File: config.mk
export PLATFORM = sky130hd
export DESIGN_NAME = tie_divider
export DESIGN_NICKNAME = d
export VERILOG_FILES = /design/src/sv/tie_pkg.sv /design/src/sv/tie_divider.sv
export SDC_FILE = /design/constraint.sdc
export NUM_CORES = 1
export LEC_CHECK = 0
export BUFFER_PORTS_ARGS = -buffer_cell sky130_fd_sc_hd__buf_2
export CELL_PAD_IN_SITES_DETAIL_PLACEMENT = 0
export CELL_PAD_IN_SITES_GLOBAL_PLACEMENT = 2
export CORE_MARGIN = 2
export CORE_UTILIZATION = 32
export DETAILED_ROUTE_END_ITERATION = 12
export HOLD_SLACK_MARGIN = 0.03
export PLACE_DENSITY = 0.74
export SLEW_MARGIN = 20
export SYNTH_ARGS = -nofsm -noshare
export SYNTH_HDL_FRONTEND = slang
export SYNTH_SLANG_ARGS = --single-unit
File: constraint.sdc
create_clock -name i_clk -period 3.3 [get_ports i_clk]
set_clock_uncertainty 0.2 [all_clocks]
set_input_delay 0.33 -clock i_clk [delete_from_list [all_inputs] [get_ports i_clk]]
set_output_delay 0.33 -clock i_clk [all_outputs]
set_load 0.01 [all_outputs]
File: src/sv/tie_pkg.sv
// Package with the shared types, codes and sizes of the execute unit.
package tie_pkg;

    localparam int REG_COUNT  = 16;
    localparam int MEM_DEPTH  = 128;
    localparam int PROG_DEPTH = 128;
    localparam int WORD_BITS  = 32;
    localparam int REG_AW     = $clog2(REG_COUNT);
    localparam int MEM_AW     = $clog2(MEM_DEPTH);
    localparam int PC_W       = $clog2(PROG_DEPTH);
    localparam int CNT_W      = $clog2(WORD_BITS + 1);

    typedef logic [WORD_BITS-1:0] t_word;

    localparam logic [4:0] OP_RET    = 5'd0;
    localparam logic [4:0] OP_PRINT  = 5'd1;
    localparam logic [4:0] OP_BPRINT = 5'd2;
    localparam logic [4:0] OP_CMP    = 5'd3;
    localparam logic [4:0] OP_JMP    = 5'd4;
    localparam logic [4:0] OP_JLE    = 5'd10;
    localparam logic [4:0] OP_CMOV   = 5'd11;
    localparam logic [4:0] OP_CMOVLE = 5'd17;
    localparam logic [4:0] OP_NEG    = 5'd18;
    localparam logic [4:0] OP_ADD    = 5'd19;
    localparam logic [4:0] OP_SUB    = 5'd20;
    localparam logic [4:0] OP_MUL    = 5'd21;
    localparam logic [4:0] OP_DIV    = 5'd22;
    localparam logic [4:0] OP_MOD    = 5'd23;
    localparam logic [4:0] OP_XOR    = 5'd24;
    localparam logic [4:0] OP_OR     = 5'd25;
    localparam logic [4:0] OP_AND    = 5'd26;
    localparam logic [4:0] OP_TEST   = 5'd27;
    localparam logic [4:0] OP_SAL    = 5'd28;
    localparam logic [4:0] OP_SAR    = 5'd29;
    localparam logic [4:0] OP_SHR    = 5'd30;

    localparam logic [1:0] K_IMM = 2'd0;
    localparam logic [1:0] K_REG = 2'd1;

    localparam logic [2:0] E_NONE = 3'd0;
    localparam logic [2:0] E_IMM  = 3'd1;
    localparam logic [2:0] E_MEM  = 3'd2;
    localparam logic [2:0] E_DIV0 = 3'd3;
    localparam logic [2:0] E_JUMP = 3'd4;

    typedef struct packed {
        logic  start;
        logic  is_div;
        t_word dividend;
        t_word divisor;
    } t_div_req;

    typedef struct packed {
        logic  done;
        t_word quotient;
        t_word remainder;
    } t_div_rsp;

endpackage

File: src/sv/tie_divider.sv
// Restoring signed divider, one quotient bit per cycle.
module tie_divider (
    input  logic              i_clk,
    input  logic              i_rst_n,
    input  tie_pkg::t_div_req i_req,
    output tie_pkg::t_div_rsp o_rsp
);
    import tie_pkg::*;

    logic             r_busy;
    logic [CNT_W-1:0] r_cnt;
    t_word            r_quo;
    t_word            r_rem;
    t_word            r_div;
    logic             r_qneg;
    logic             r_rneg;
    logic             r_done;
    logic [WORD_BITS:0] w_trial;
    t_word            w_rem_sh;

    assign w_rem_sh = {r_rem[WORD_BITS-2:0], r_quo[WORD_BITS-1]};
    assign w_trial  = {1'b0, w_rem_sh} - {1'b0, r_div};

    always_ff @(posedge i_clk) begin
        if (!i_rst_n) begin
            r_busy <= 1'b0;
            r_done <= 1'b0;
        end else begin
            r_done <= 1'b0;
            if (i_req.start) begin
                r_busy <= 1'b1;
                r_cnt  <= CNT_W'(WORD_BITS);
                r_quo  <= i_req.dividend[WORD_BITS-1] ? -i_req.dividend : i_req.dividend;
                r_div  <= i_req.divisor[WORD_BITS-1] ? -i_req.divisor : i_req.divisor;
                r_rem  <= '0;
                r_qneg <= i_req.dividend[WORD_BITS-1] ^ i_req.divisor[WORD_BITS-1];
                r_rneg <= i_req.dividend[WORD_BITS-1];
            end else if (r_busy) begin
                // The remainder can carry one bit beyond the word for the most negative value.
                if (!w_trial[WORD_BITS] || r_rem[WORD_BITS-1]) begin
                    r_rem <= w_trial[WORD_BITS-1:0];
                    r_quo <= {r_quo[WORD_BITS-2:0], 1'b1};
                end else begin
                    r_rem <= w_rem_sh;
                    r_quo <= {r_quo[WORD_BITS-2:0], 1'b0};
                end
                r_cnt <= r_cnt - 1'b1;
                if (r_cnt == CNT_W'(1)) begin
                    r_busy <= 1'b0;
                    r_done <= 1'b1;
                end
            end
        end
    end

    assign o_rsp.done      = r_done;
    assign o_rsp.quotient  = r_qneg ? -r_quo : r_quo;
    assign o_rsp.remainder = r_rneg ? -r_rem : r_rem;

`ifndef SYNTHESIS
    a_done_after_busy: assert property (@(posedge i_clk) disable iff (!i_rst_n)
        r_done |-> $past(r_busy)) else $error("divider done without work");
    a_no_start_busy: assert property (@(posedge i_clk) disable iff (!i_rst_n)
        r_busy |-> !i_req.start) else $error("divider restarted while busy");
    a_done_idle: assert property (@(posedge i_clk) disable iff (!i_rst_n)
        r_done |-> !r_busy) else $error("divider busy at done");
`endif

endmodule

## Word level (Yosys, flattened, before mapping)

Cells that the tools add are included.

| cells by class | value |
|---|---|
| add/sub/neg operators | 6 |
| muxes and demuxes | 14 |
| reductions and logical operators | 6 |
| bitwise gates (word level) | 3 |
| equal/unequal tests | 1 |

Operators by type and width:

| kind | count |
|---|---|
| two-way mux 32 bit | 7 |
| negator 32 bit | 4 |
| subtractor 32 x 32 -> 33 bit | 1 |
| two-way mux 31 bit | 1 |
| equality test 6 x 1 -> 1 bit (second input constant) | 1 |
| two-way mux 6 bit | 1 |
| subtractor 6 x 1 -> 6 bit (second input constant) | 1 |
| two-way mux 1 bit | 5 |
| AND reduction 2 bit | 2 |
| OR reduction 3 bit | 1 |
| inverter 1 bit | 2 |
| nonzero test 2 bit | 1 |
| logical NOT 1 bit | 1 |
| logical OR 1 bit | 1 |
| bitwise XOR 1 bit | 1 |

| storage, ports and cells | value |
|---|---|
| input port bits | 68 |
| register bits after elaboration | 106 |
| word-level logic and storage cells | 39 |

## Depth between registers and ports, before layout

Gate-level depths: netlist of run 1.

| depth | value |
|---|---|
| depth after elaboration | 6 |
| depth in mapped cells | 14 |
| mapped depth without buffers | 12 |

## Worst setup path before layout of run 1

Ideal clock, no wire load.

| timing path | value |
|---|---|
| kind | register to register |
| from | reg r_quo[31] |
| to | reg r_rem[25] (data pin) |
| buffers on the path | 2 |
| setup time | 266 ps |
| data arrival time | 2,995 ps |
| stages on the path, launching flop included | 15 |
| slack | -161 ps |
| data required time | 2,834 ps |
| cell sequence | edfxtp_1 inv_1 ha_1 fa_1 nor2b_1 o31ai_1 a31o_1 a21oi_1 o31ai_1 o211a_2 o21ai_1 buf_2 buf_2 mux2i_1 nor2_1 |

| between the ends | value |
|---|---|
| cells in the longest elaborated chain, start to end | 5 |

Ends and longest elaborated chain:

| what | line | source |
|---|---|---|
| from (decl) | tie_divider.sv:12 | `t_word r_quo;` |
| from (signal assigned) | tie_divider.sv:33 | `r_quo <= i_req.dividend[WORD_BITS-1] ? -i_req.dividend : i_req.dividend;` |
| from (signal assigned) | tie_divider.sv:42 | `r_quo <= {r_quo[WORD_BITS-2:0], 1'b1};` |
| from (signal assigned) | tie_divider.sv:45 | `r_quo <= {r_quo[WORD_BITS-2:0], 1'b0};` |
| subtractor 32 x 32 -> 33 bit * | tie_divider.sv:22 | `assign w_trial = {1'b0, w_rem_sh} - {1'b0, r_div};` |
| logical NOT 1 bit | tie_divider.sv:40 | `if (!w_trial[WORD_BITS] \|\| r_rem[WORD_BITS-1]) begin` |
| logical OR 1 bit | tie_divider.sv:40 |  |
| two-way mux 32 bit * | tie_divider.sv:40 |  |
| two-way mux 32 bit * | tie_divider.sv:38 | `end else if (r_busy) begin` |
| to (signal assigned) | tie_divider.sv:41 | `r_rem <= w_trial[WORD_BITS-1:0];` |
| to (signal assigned) | tie_divider.sv:44 | `r_rem <= w_rem_sh;` |
| to (decl) | tie_divider.sv:13 | `t_word r_rem;` |

Mark *: on every way between the ends. The rest lies on a longest branch, timed or not. The select of a mux whose other input is x is not followed.
A chain may end at the register's enable or synchronous reset.

==> key figures, run 1 <==
GRT
  • Met3 usage in global routing: 3.384%
  • Grt total ovfl: 0
  • Global routing's busiest layer: met2
  • Largest net degree at the start of global routing: 58
  • M1 GR Usage: 21.66%
  • Initial antenna violation count: 5
  • Met2 GRT Util: 28.79%
  • Vias in the first global route: 7153
  • Global-route wire length before repair: 37240 um
  • GRT Util Overall: 16.72%

Floorplan
  • Die width: 165.9 um
  • IO Count: 133
  • Starting Density: 32.39%
  • Die Ht: 165.9 um
  • CORE AREA: 0.02591 mm2
  • Cell Rows: 59
  • Die ar.: 0.02754 mm2

Place
  • PortBufs: 131
  • Placed wire-length estimate: 17660 um
  • GPL Wtd Cong: 0.8066
  • Dpl cells: 1417

Worst setup path
  • Critical path endpoint category: output port
  • R2R Setup Slk: 0.06 ns
  • R2r endpoint: r_rem[7]$_SDFFCE_PP0P_
  • Slowest stage delay, CP: 0.43 ns
  • Reg2Reg Depth: 13
  • CP most frequent cell: or3_4
  • Worst r2r src: r_div[0]$_DFFE_PP_
  • Critical Path Stages: 9
  • Crit path launch: r_quo[9]$_DFFE_PP_
  • Buf+Inv Stages, Crit Path: 2
  • Setup CP Type: register to output port
  • Worst path cell trace: or3_4, or4_4, or3_4, or3_4, or3_4, buf_12, o31ai_4, xnor2_1, buf_2
  • Worst endpoint required time: 2.77 ns
  • Slowest CP cell: or4_4
  • Max FO, Critical Path: 4
  • CP arrival: 3.33 ns
  • CP delay by family, top: simple AND/OR/NAND/NOR gates
  • Startpoint types: register
  • Worst setup path end: o_rsp[61]

Yosys
  • Post-synthesis adder-cell area fraction: 5.904%
  • Netlist cell types: 61
  • Mux contribution to synthesized area: 3.221%
  • Register bit total from synthesis: 106
  • Synth Area in XOR/XNOR: 15.45%
  • Sequential area share after synthesis: 37.69%
  • Asr flop ratio synth: 0%
  • Synth warn: 0
  • Post-synth top flop: edfxtp_1
  • Synth Area in Compound Gates: 18.20%
  • Post-Synthesis Net Count: 1002
  • Post-synth EDFFs: 104
  • Mapped cell area: 0.008392 mm2
  • Post-synthesis simple-gate area fraction: 15.49%
  • Avg Cell Area, Syn: 9.376 um2
  • Syn Inst Count: 895
  • Largest family of logic cells by synthesized area: compound AO/OA/AOI/OAI gates

STA
  • Setup tns final: -7.790 ns
  • Slew Viols, Final: 0
  • Final worst slack: -0.5574 ns
  • Fmax: 0.2592 GHz
  • Period utilisation layout: 116.9%
  • Crit path time final: 3.857 ns
  • Worst rel slew slack: 53.49%
  • Worst slew pin tran: 0.6977 ns
  • RSZ-0062 raised after global routing: yes
  • Hold Vio Cnt, Final: 0
  • Worst hold slack: 0.07776 ns
  • Final Setup Violations: 26

Clock network
  • Clk slew on worst S/H paths: 0.08 ns
  • Clock Tree Root: clkbuf_16
  • Worst skew pair latency: 0.36 ns
  • Htree depth: 3
  • Cts bufs inserted: 9
  • Num Clock Sinks: 106
  • Max clock buf depth: 2
  • TritonCTS clock tree: built

Finish
  • Fillers: 2588
  • Non-Filler Instances: 1464
  • Area growth syn-to-layout: 34.32%
  • Register area: 0.003163 mm2
  • Layout cell share with drive strength beyond 1: 31.53%
  • Multi-input logic area: 0.005444 mm2
  • Commonest non-fill, non-tap cell in the layout: buf_2
  • Nets: 1228
  • Most frequent cells in the layout: 129 x buf_2, 104 x edfxtp_1, 100 x xnor2_1, 98 x buf_4, 87 x nor2_1

Drt
  • Vias per cell: 4.999
  • Routed WL: 23280 um
  • DRT iter0 DRCs: 309
  • Drt pass-1 iters: 5
  • WL per Instance: 15.90 um
  • Post-DRT Antenna Nets: 0
  • Drc violations: 0
  • Total number of vias: 7319

Status
  • Failing checks: negative setup slack
  • Outcome: finished with violations

Power and ir drop
  • Worst VDD drop: 0.2026 mV
  • Leak: 4.489 nW
  • Power Density: 422.4 mW/mm2

Worst hold path
  • Hold WC Path Type: input port to register

Job
  • Max-cap violations: 0
==> state kept, by name, indices dropped and copies added, names as in the netlist <==
| register | cells |
|---|---|
| r_qneg | 1 |
| r_cnt | 6 |
| r_done | 1 |
| r_busy | 1 |
| r_rem | 32 |
| r_quo | 32 |
| r_rneg | 1 |
| r_div | 32 |
==> routing by layer <==
layer / wire length, um / vias to the layer above / share of wire [%]
li1: - / 3744 / -
met1: 10640 / 3431 / 46
met2: 11300 / 123 / 49
met3: 1084 / 17 / 4.7
met4: 226 / 4 / 0.97
met5: 30 / - / 0.13
==> per-stage QoR <==
step                power [W]  instance area [um2]  utilization (%)  setup WS, ns
finish               0.004761                11270            43.50       -0.5574
global route         0.005049                11270            43.48       -0.6435
CTS                  0.004734                10840            41.82       -0.5452
detailed placement   0.003423                10070            38.86       -0.1874
global placement     0.003423                10070            38.86       -0.1641
floorplan            0.002820                 8401                -      0.008165
==> report_power, final <==
| part | internal [W] | switching, W |
|---|---|---|
| combinational | 0.000884 | 0.000964 |
| sequential | 0.00164 | 0.000111 |
| clock | 0.000608 | 0.000553 |
| total | 0.00313 | 0.00163 |
==> Yosys cell counts (5+ instances only) <==
| master | instances | area [um2] |
|---|---|---|
| xnor2_1 | 105 | 919.6 |
| edfxtp_1 | 104 | 3123 |
| nor2_1 | 87 | 326.6 |
| a21oi_1 | 64 | 320.3 |
| nand2_1 | 54 | 202.7 |
| inv_1 | 48 | 180.2 |
| xor2_1 | 43 | 376.6 |
| ha_1 | 38 | 475.5 |
| o21ai_0 | 35 | 175.2 |
| o31ai_1 | 30 | 225.2 |
| o21ai_1 | 28 | 140.1 |
| mux2i_1 | 27 | 270.3 |
| clkbuf_1 | 24 | 90.09 |
| or3_1 | 19 | 118.9 |
| o41ai_1 | 17 | 148.9 |
| nand3_1 | 15 | 75.07 |
| nor3_1 | 13 | 65.06 |
| or4_1 | 12 | 90.09 |
| a21o_1 | 11 | 82.58 |
| nand2b_1 | 11 | 68.82 |
| a211oi_1 | 7 | 52.55 |
| nor2b_1 | 7 | 43.79 |
| o21a_1 | 7 | 52.55 |
| o31ai_2 | 7 | 87.58 |
| and3_1 | 6 | 37.54 |
| nand4_1 | 6 | 37.54 |
| or3_4 | 6 | 67.56 |
| buf_1 | 5 | 18.77 |
| o211ai_1 | 5 | 37.54 |
==> worst min-delay path by stage <==
stage / from / to / slack [ns] / depth (start not counted)
final: i_req[29] / r_div[29]$_DFFE_PP_ / 0.08 / 2
after global routing: i_req[30] / r_div[30]$_DFFE_PP_ / 0.07 / 2
after CTS: i_req[29] / r_div[29]$_DFFE_PP_ / 0.06 / 2
after detailed placement: r_busy$_SDFF_PN0_ / r_done$_SDFF_PP0_ / 0.25 / 2
after global placement: r_busy$_SDFF_PN0_ / r_done$_SDFF_PP0_ / 0.24 / 2
after floorplan: r_busy$_SDFF_PN0_ / r_done$_SDFF_PP0_ / 0.21 / 2
==> layout make-up <==
type,instances,area share [%]
inverters,48,1.598
clock inverters,7,0.7548
well taps,335,3.718
repair buffers,252,15.51
clock buffers,9,1.998
flip-flops and latches,106,28.06
diodes,3,0.06660
multi-input cells,704,48.30
==> repair_timing <==
| action | 4_1_cts | 5_1_grt |
|---|---|---|
| hold buffers | 2 | 0 |
| setup endpoints to repair | 59 | 60 |
| endpoints found under the hold margin | 2 | 0 |
| gates resized for setup | 52 | 71 |
| buffers inserted | 11 | 17 |
| gates cloned | 3 | 0 |
| pin swaps | 30 | 44 |
==> cells by family after synthesis <==
family	count (synthesis)
fa+ha+maj	39
flops	106
buf+inv	85
simple gates	256
xor+xnor	148
compound gates	234
mux	27
No activity file was read; power rests on OpenSTA's default activity.
==> run 2: changes to the inputs <==
--- a/config.mk
+++ b/config.mk
@@ -7,3 +7,3 @@
 export LEC_CHECK = 0
-export BUFFER_PORTS_ARGS = -buffer_cell sky130_fd_sc_hd__buf_2
+export BUFFER_PORTS_ARGS = -buffer_cell sky130_fd_sc_hd__clkbuf_2
 export CELL_PAD_IN_SITES_DETAIL_PLACEMENT = 0
==> constraint.sdc (replaced) <==
create_clock -name i_clk -period 3.3 [get_ports i_clk]
set_clock_uncertainty 0.2 [all_clocks]
set_input_delay 0.495 -clock i_clk [delete_from_list [all_inputs] [get_ports i_clk]]
set_output_delay 0.495 -clock i_clk [all_outputs]
set_load 0.01 [all_outputs]
==> run 2 against run 1 <==
Net effect: the flow still finishes with violations (negative setup slack); largest cell class unchanged; register-to-register slack got worse by 0.13 ns; critical endpoint unchanged; critical path depth stayed put; highest routed layer unchanged; cell count rose by 1.8%.
==> key figures, run 2 (synthesis results as in run 1) <==
Power and ir drop
  • Cell internal pwr: 0.003201 W (+2.2%)
  • Flop pwr share: 36.0% (-0.8 points)
  • Leak: 4.668 nW (+4.0%)
  • Power Density: 418.2 mW/mm2 (-0.99%)
  • Share of power burned in combinational logic: 40.3% (+1.5 points)
  • Sw frac: 34.36% (+0.17 points)
  • Worst VDD drop: 0.2885 mV (+42%)
  • Net Switching: 0.001676 W (+3.0%)
  • Clk pwr share: 23.7% (-0.7 points)

Finish
  • Register area: 0.003163 mm2 (unchanged)
  • Nets: 1256 (+2.3%)
  • Final core utilization: 45.01% (+1.5 points)
  • Commonest non-fill, non-tap cell in the layout: buf_4
  • Layout cell share with drive strength beyond 1: 34.92% (+3.4 points)
  • Multi-input logic area: 0.005598 mm2 (+2.8%)
  • Most frequent cells in the layout: 119 x buf_4, 104 x edfxtp_1, 97 x xnor2_1, 95 x clkbuf_2, 83 x nor2_1
  • Largest regs: r_div x32, r_quo x32, r_rem x32
  • Fillers: 2570 (-0.70%)
  • Area growth syn-to-layout: 38.99%

Worst setup path
  • Max FO, Critical Path: 4 (unchanged)
  • Startpoint types: register
  • R2R Setup Slk: -0.07 ns (-0.13 ns)
  • Crit path launch: r_quo[8]$_DFFE_PP_
  • Setup CP Type: register to output port
  • CP arrival: 3.25 ns (-0.08 ns)
  • Reg2Reg Depth: 14 (+1)
  • Worst r2r src: r_quo[31]$_DFFE_PP_
  • R2r endpoint: r_rem[3]$_SDFFCE_PP0P_
  • Worst endpoint required time: 2.60 ns (-0.17 ns)
  • Critical path endpoint category: output port

Worst hold path
  • Hold WC Path Type: input port to register
  • Hold path depth: 3 (+1)
  • Hold Startpoint: i_rst_n
  • Hold Path Sink: r_done$_SDFF_PP0_

Drt
  • Drc violations: 0 (unchanged)
  • Vias per cell: 5.002 (about the same)
  • Drt pass-1 iters: 5 (unchanged)
  • DRT iter0 DRCs: 365 (+18%)
  • WL per Instance: 16.14 um (+1.5%)
  • Routed WL: 24040 um (+3.3%)
  • Total number of vias: 7453 (+1.8%)
  • Post-DRT Antenna Nets: 0 (unchanged)

STA
  • Setup tns final: -11.84 ns (-4.047 ns)
  • Worst slew pin tran: 1.007 ns (+0.3094 ns)
  • Period utilisation layout: 119.5% (+2.6 points)
  • Final Setup Violations: 48 (+85%)
  • Final worst slack: -0.6423 ns (-0.08487 ns)
  • Hold Vio Cnt, Final: 0 (unchanged)
  • RSZ-0062 raised after global routing: yes
  • Fmax: 0.2537 GHz (-2.2%)
  • Crit path time final: 3.942 ns (+0.08487 ns)
  • Worst rel slew slack: 32.86% (-21 points)
  • Slew Viols, Final: 0 (unchanged)

Clock network
  • Hold_buf cts: 0 (-2)
  • Htree depth: 3 (unchanged)
  • Max clock buf depth: 2 (unchanged)
  • Num Clock Sinks: 106 (unchanged)
  • Worst skew pair latency: 0.36 ns (about the same)
  • Clock Tree Root: clkbuf_16
  • Cts bufs inserted: 9 (unchanged)
  • TritonCTS clock tree: built
  • Clk slew on worst S/H paths: 0.08 ns (about the same)

GRT
  • Grt total ovfl: 0 (unchanged)
  • Vias in the first global route: 7319 (+2.3%)
  • Initial antenna violation count: 2 (-3)
  • Global-route wire length before repair: 38180 um (+2.5%)
  • Largest net degree at the start of global routing: 48 (-17%)
  • GRT Util Overall: 17.23% (+0.51 points)

Place
  • Placed wire-length estimate: 17970 um (+1.7%)
  • PortBufs: 131 (unchanged)
  • GPL Wtd Cong: 0.8081 (+0.19%)

Floorplan
  • Die Ht: 165.9 um (unchanged)
  • Die ar.: 0.02754 mm2 (unchanged)
  • CORE AREA: 0.02591 mm2 (unchanged)
  • Die width: 165.9 um (unchanged)
  • Cell Rows: 59 (unchanged)
  • Starting Density: 32.39% (unchanged)
  • IO Count: 133 (unchanged)

Job
  • Max-cap violations: 0 (unchanged)

Status
  • Outcome: finished with violations
  • Failing checks: negative setup slack
run 2: cell count changes in the layout (fill, tap and decap cells not counted), sizes merged:
cell and delta:
buf -67, clkbuf +97, clkinvlp +1, diode -2, dlygate4sd3 -2, inv -1
run 2: how the worst max path moves through the flow:
stage                endpoint  slack (ns)  cells after the start
finish              o_rsp[61]       -0.64                      9
global route        o_rsp[31]       -0.80                      9
CTS                 o_rsp[31]       -0.69                      9
detailed placement  o_rsp[63]       -0.35                      8
global placement    o_rsp[63]       -0.33                      8
floorplan           o_rsp[57]       -0.11                      7
run 2: area by class of cell:
| type | count | area share (%) |
|---|---|---|
| diodes | 1 | 0.02145 |
| inverters | 48 | 1.545 |
| multi-input cells | 704 | 47.99 |
| flip-flops and latches | 106 | 27.12 |
| repair buffers | 280 | 17.07 |
| clock buffers | 9 | 1.931 |
| well taps | 335 | 3.594 |
| clock inverters | 7 | 0.7295 |
run 2: per-layer routing:
metal	up-vias	GRT usage (%)	wire length, um
met3	21	2.717	1018
met1	3490	22.40	10890
met2	148	29.48	11710
met4	2	5.331	408
met5	-	0	16
li1	3792	-	-
run 2: critical path, cell delays in order (launching register included):
cell	delay [ns]
edfxtp_1	0.40
or3_4	0.38
or4_4	0.43
or3_4	0.35
or3_4	0.34
or3_4	0.37
buf_8	0.15
o31ai_4	0.17
xnor2_1	0.15
buf_2	0.15
run 2: what timing repair did:
item                       in CTS  in global routing
setup endpoints to repair      64                 69
gates cloned                    2                  2
resized for setup              63                127
setup buffers                  16                 23
pin swaps                      29                 44
run 2: power groups by stage:
stage,registers (W),logic (W),clock network (W)
after floorplan,0.00176,0.00107,0
after global placement,0.00177,0.00169,0
after detailed placement,0.00177,0.00170,0
after CTS,0.00175,0.00181,0.00119
after global routing,0.00177,0.00217,0.00123
final,0.00176,0.00196,0.00116
run 2: through the flow:
step / instance area (um2) / power, W / hold slack (ns) / cells / worst slack, ns
3_3_place_gp: 10300 / 0.003464 / 0.2382 / 1443 / -0.3327
2_1_floorplan: 8448 / 0.002828 / 0.2145 / 895 / -0.1102
6_report: 11660 / 0.004877 / 0.1827 / 1490 / -0.6423
5_1_grt: 11660 / 0.005177 / 0.2003 / 1489 / -0.8039
3_5_place_dp: 10300 / 0.003470 / 0.2469 / 1443 / -0.3468
4_1_cts: 11120 / 0.004762 / 0.1618 / 1477 / -0.6925
==> run 3: changes to the inputs <==
- PLACE_DENSITY: 0.74 -> 0.76
==> run 3 against run 2 <==
Net effect: the flow still finishes with violations (negative setup slack); critical path type unchanged; highest routed layer unchanged; first-iteration DRC count down 21%; cell count shrank 1.1%; critical path depth decreased by 1; critical endpoint is now o_rsp[63].
==> key figures, run 3 (synthesis results as in run 1) <==
Status
  • Outcome: finished with violations
  • Failing checks: negative setup slack

Drt
  • DRT iter0 DRCs: 289 (-21%)
  • Post-DRT Antenna Nets: 0 (unchanged)
  • Drc violations: 0 (unchanged)
  • Routed WL: 23060 um (-4.1%)
  • Total number of vias: 7351 (-1.4%)
  • WL per Instance: 15.66 um (-3.0%)
  • Drt pass-1 iters: 5 (unchanged)
  • Vias per cell: 4.990 (-0.23%)

Worst setup path
  • Max FO, Critical Path: 2 (-2)
  • Worst endpoint required time: 2.60 ns (about the same)
  • Critical path endpoint category: output port
  • CP arrival: 3.27 ns (+0.02 ns)
  • Startpoint types: register
  • Setup CP Type: register to output port

GRT
  • Global-route wire length before repair: 37260 um (-2.4%)
  • GRT Util Overall: 16.54% (-0.69 points)
  • Vias in the first global route: 7210 (-1.5%)
  • Initial antenna violation count: 2 (unchanged)
  • Grt total ovfl: 0 (unchanged)
  • Largest net degree at the start of global routing: 56 (+17%)

Power and ir drop
  • Cell internal pwr: 0.003151 W (-1.6%)
  • Flop pwr share: 36.9% (+0.9 points)
  • Total power: 0.004754 W (-2.5%)
  • Net Switching: 0.001604 W (-4.3%)
  • Power Density: 420.2 mW/mm2 (+0.47%)
  • Share of power burned in combinational logic: 39.0% (-1.3 points)
  • Leak: 4.566 nW (-2.2%)
  • Worst VDD drop: 0.2792 mV (-3.2%)
  • Clk pwr share: 24.1% (+0.4 points)
  • Sw frac: 33.73% (-0.63 points)

STA
  • Worst slew pin tran: 0.9968 ns (-0.01029 ns)
  • Crit path time final: 3.965 ns (+0.02249 ns)
  • Period utilisation layout: 120.1% (+0.68 points)
  • Slew Viols, Final: 0 (unchanged)
  • Worst rel slew slack: 33.55% (+0.69 points)
  • Fmax: 0.2522 GHz (-0.57%)
  • Final Setup Violations: 27 (-44%)
  • RSZ-0062 raised after global routing: yes
  • Final worst slack: -0.6648 ns (-0.02249 ns)
  • Hold Vio Cnt, Final: 0 (unchanged)

Finish
  • Fillers: 2583 (+0.51%)
  • Final core utilization: 43.67% (-1.3 points)
  • Largest regs: r_div x32, r_quo x32, r_rem x32
  • Most frequent cells in the layout: 120 x buf_4, 104 x edfxtp_1, 98 x xnor2_1, 93 x clkbuf_2, 86 x nor2_1
  • Nets: 1240 (-1.3%)
  • Multi-input logic area: 0.005468 mm2 (-2.3%)
  • Area growth syn-to-layout: 34.84%
  • Register area: 0.003163 mm2 (unchanged)
  • N_diodes: 0 (-1)
  • Layout cell share with drive strength beyond 1: 32.78% (-2.1 points)
  • Commonest non-fill, non-tap cell in the layout: buf_4

Job
  • Max-cap violations: 0 (unchanged)

Clock network
  • TritonCTS clock tree: built
  • Clk slew on worst S/H paths: 0.08 ns (about the same)
  • Cts bufs inserted: 9 (unchanged)
  • Htree depth: 3 (unchanged)
  • Num Clock Sinks: 106 (unchanged)
  • Clock Tree Root: clkbuf_16
  • Worst skew pair latency: 0.36 ns (about the same)
  • Max clock buf depth: 2 (unchanged)
  • Hold_buf cts: 0 (unchanged)

Place
  • Placed wire-length estimate: 17630 um (-1.9%)
  • PortBufs: 131 (unchanged)
  • GPL Wtd Cong: 0.8131 (+0.62%)

Floorplan
  • Starting Density: 32.39% (unchanged)
  • Cell Rows: 59 (unchanged)
  • CORE AREA: 0.02591 mm2 (unchanged)
  • Die width: 165.9 um (unchanged)
  • Die ar.: 0.02754 mm2 (unchanged)
  • IO Count: 133 (unchanged)
  • Die Ht: 165.9 um (unchanged)

Worst hold path
  • Hold WC Path Type: input port to register
run 3: power by group through the flow:
stage               combinational, W  clock, W  sequential (W)
floorplan                    0.00107         0         0.00176
global placement             0.00169         0         0.00177
detailed placement           0.00169         0         0.00177
CTS                          0.00181   0.00117         0.00175
global route                 0.00205   0.00121         0.00177
finish                       0.00185   0.00115         0.00175
run 3: per-layer routing:
layer / global-route usage, % / up-vias / routed length [um]
li1: - / 3757 / -
met5: 0 / - / 12
met4: 4.045 / 2 / 257
met2: 28.92 / 120 / 11330
met1: 21.31 / 3457 / 10570
met3: 2.741 / 15 / 886
run 3: cell type report:
class                   instances  share of cell area (%)
clock inverters                 6                  0.6192
flip-flops and latches        106                   27.95
inverters                      48                   1.592
multi-input cells             704                   48.32
clock buffers                  10                   2.112
repair buffers                264                   15.70
well taps                     335                   3.704
run 3: worst paths after layout:
kind / from / cells past startpoint / slack, ns / to
setup / recovery: r_quo[9]$_DFFE_PP_ / 8 / -0.66 / o_rsp[63]
hold / removal: i_rst_n / 3 / 0.18 / r_done$_SDFF_PP0_
setup reg to reg: r_rem[9]$_SDFFCE_PP0P_ / 12 / 0.14 / r_rem[31]$_SDFFCE_PP0P_
hold reg to reg: r_busy$_SDFF_PN0_ / 2 / 0.25 / r_done$_SDFF_PP0_
run 3: per-stage QoR:
stage          worst slack, ns  instances  TNS [ns]  hold WS, ns  area (um2)
2_1_floorplan          -0.1102        895   -0.7341       0.2145        8448
5_1_grt                -0.7659       1473    -13.47       0.1857       11320
3_3_place_gp           -0.3121       1440    -7.066       0.2298       10280
3_5_place_dp           -0.3357       1440    -8.090       0.2299       10280
4_1_cts                -0.6748       1469    -11.09       0.1595       11060
6_report               -0.6648       1473    -10.31       0.1778       11320
run 3: worst max-delay path, cell delays in order, from the launching register on:
cell	delay [ns]
edfxtp_1	0.39
or3_4	0.40
or4_4	0.42
or3_4	0.36
or3_4	0.34
or3_4	0.36
o31ai_4	0.29
xnor2_2	0.17
buf_2	0.17
run 3: timing repair:
action / 4_1_cts / 5_1_grt
cloned: 2 / 0
endpoints found under the setup margin: 64 / 66
setup buffers: 14 / 9
gates resized for setup: 59 / 85
pin swaps: 32 / 41
endpoints found under the hold margin: 0 / 0
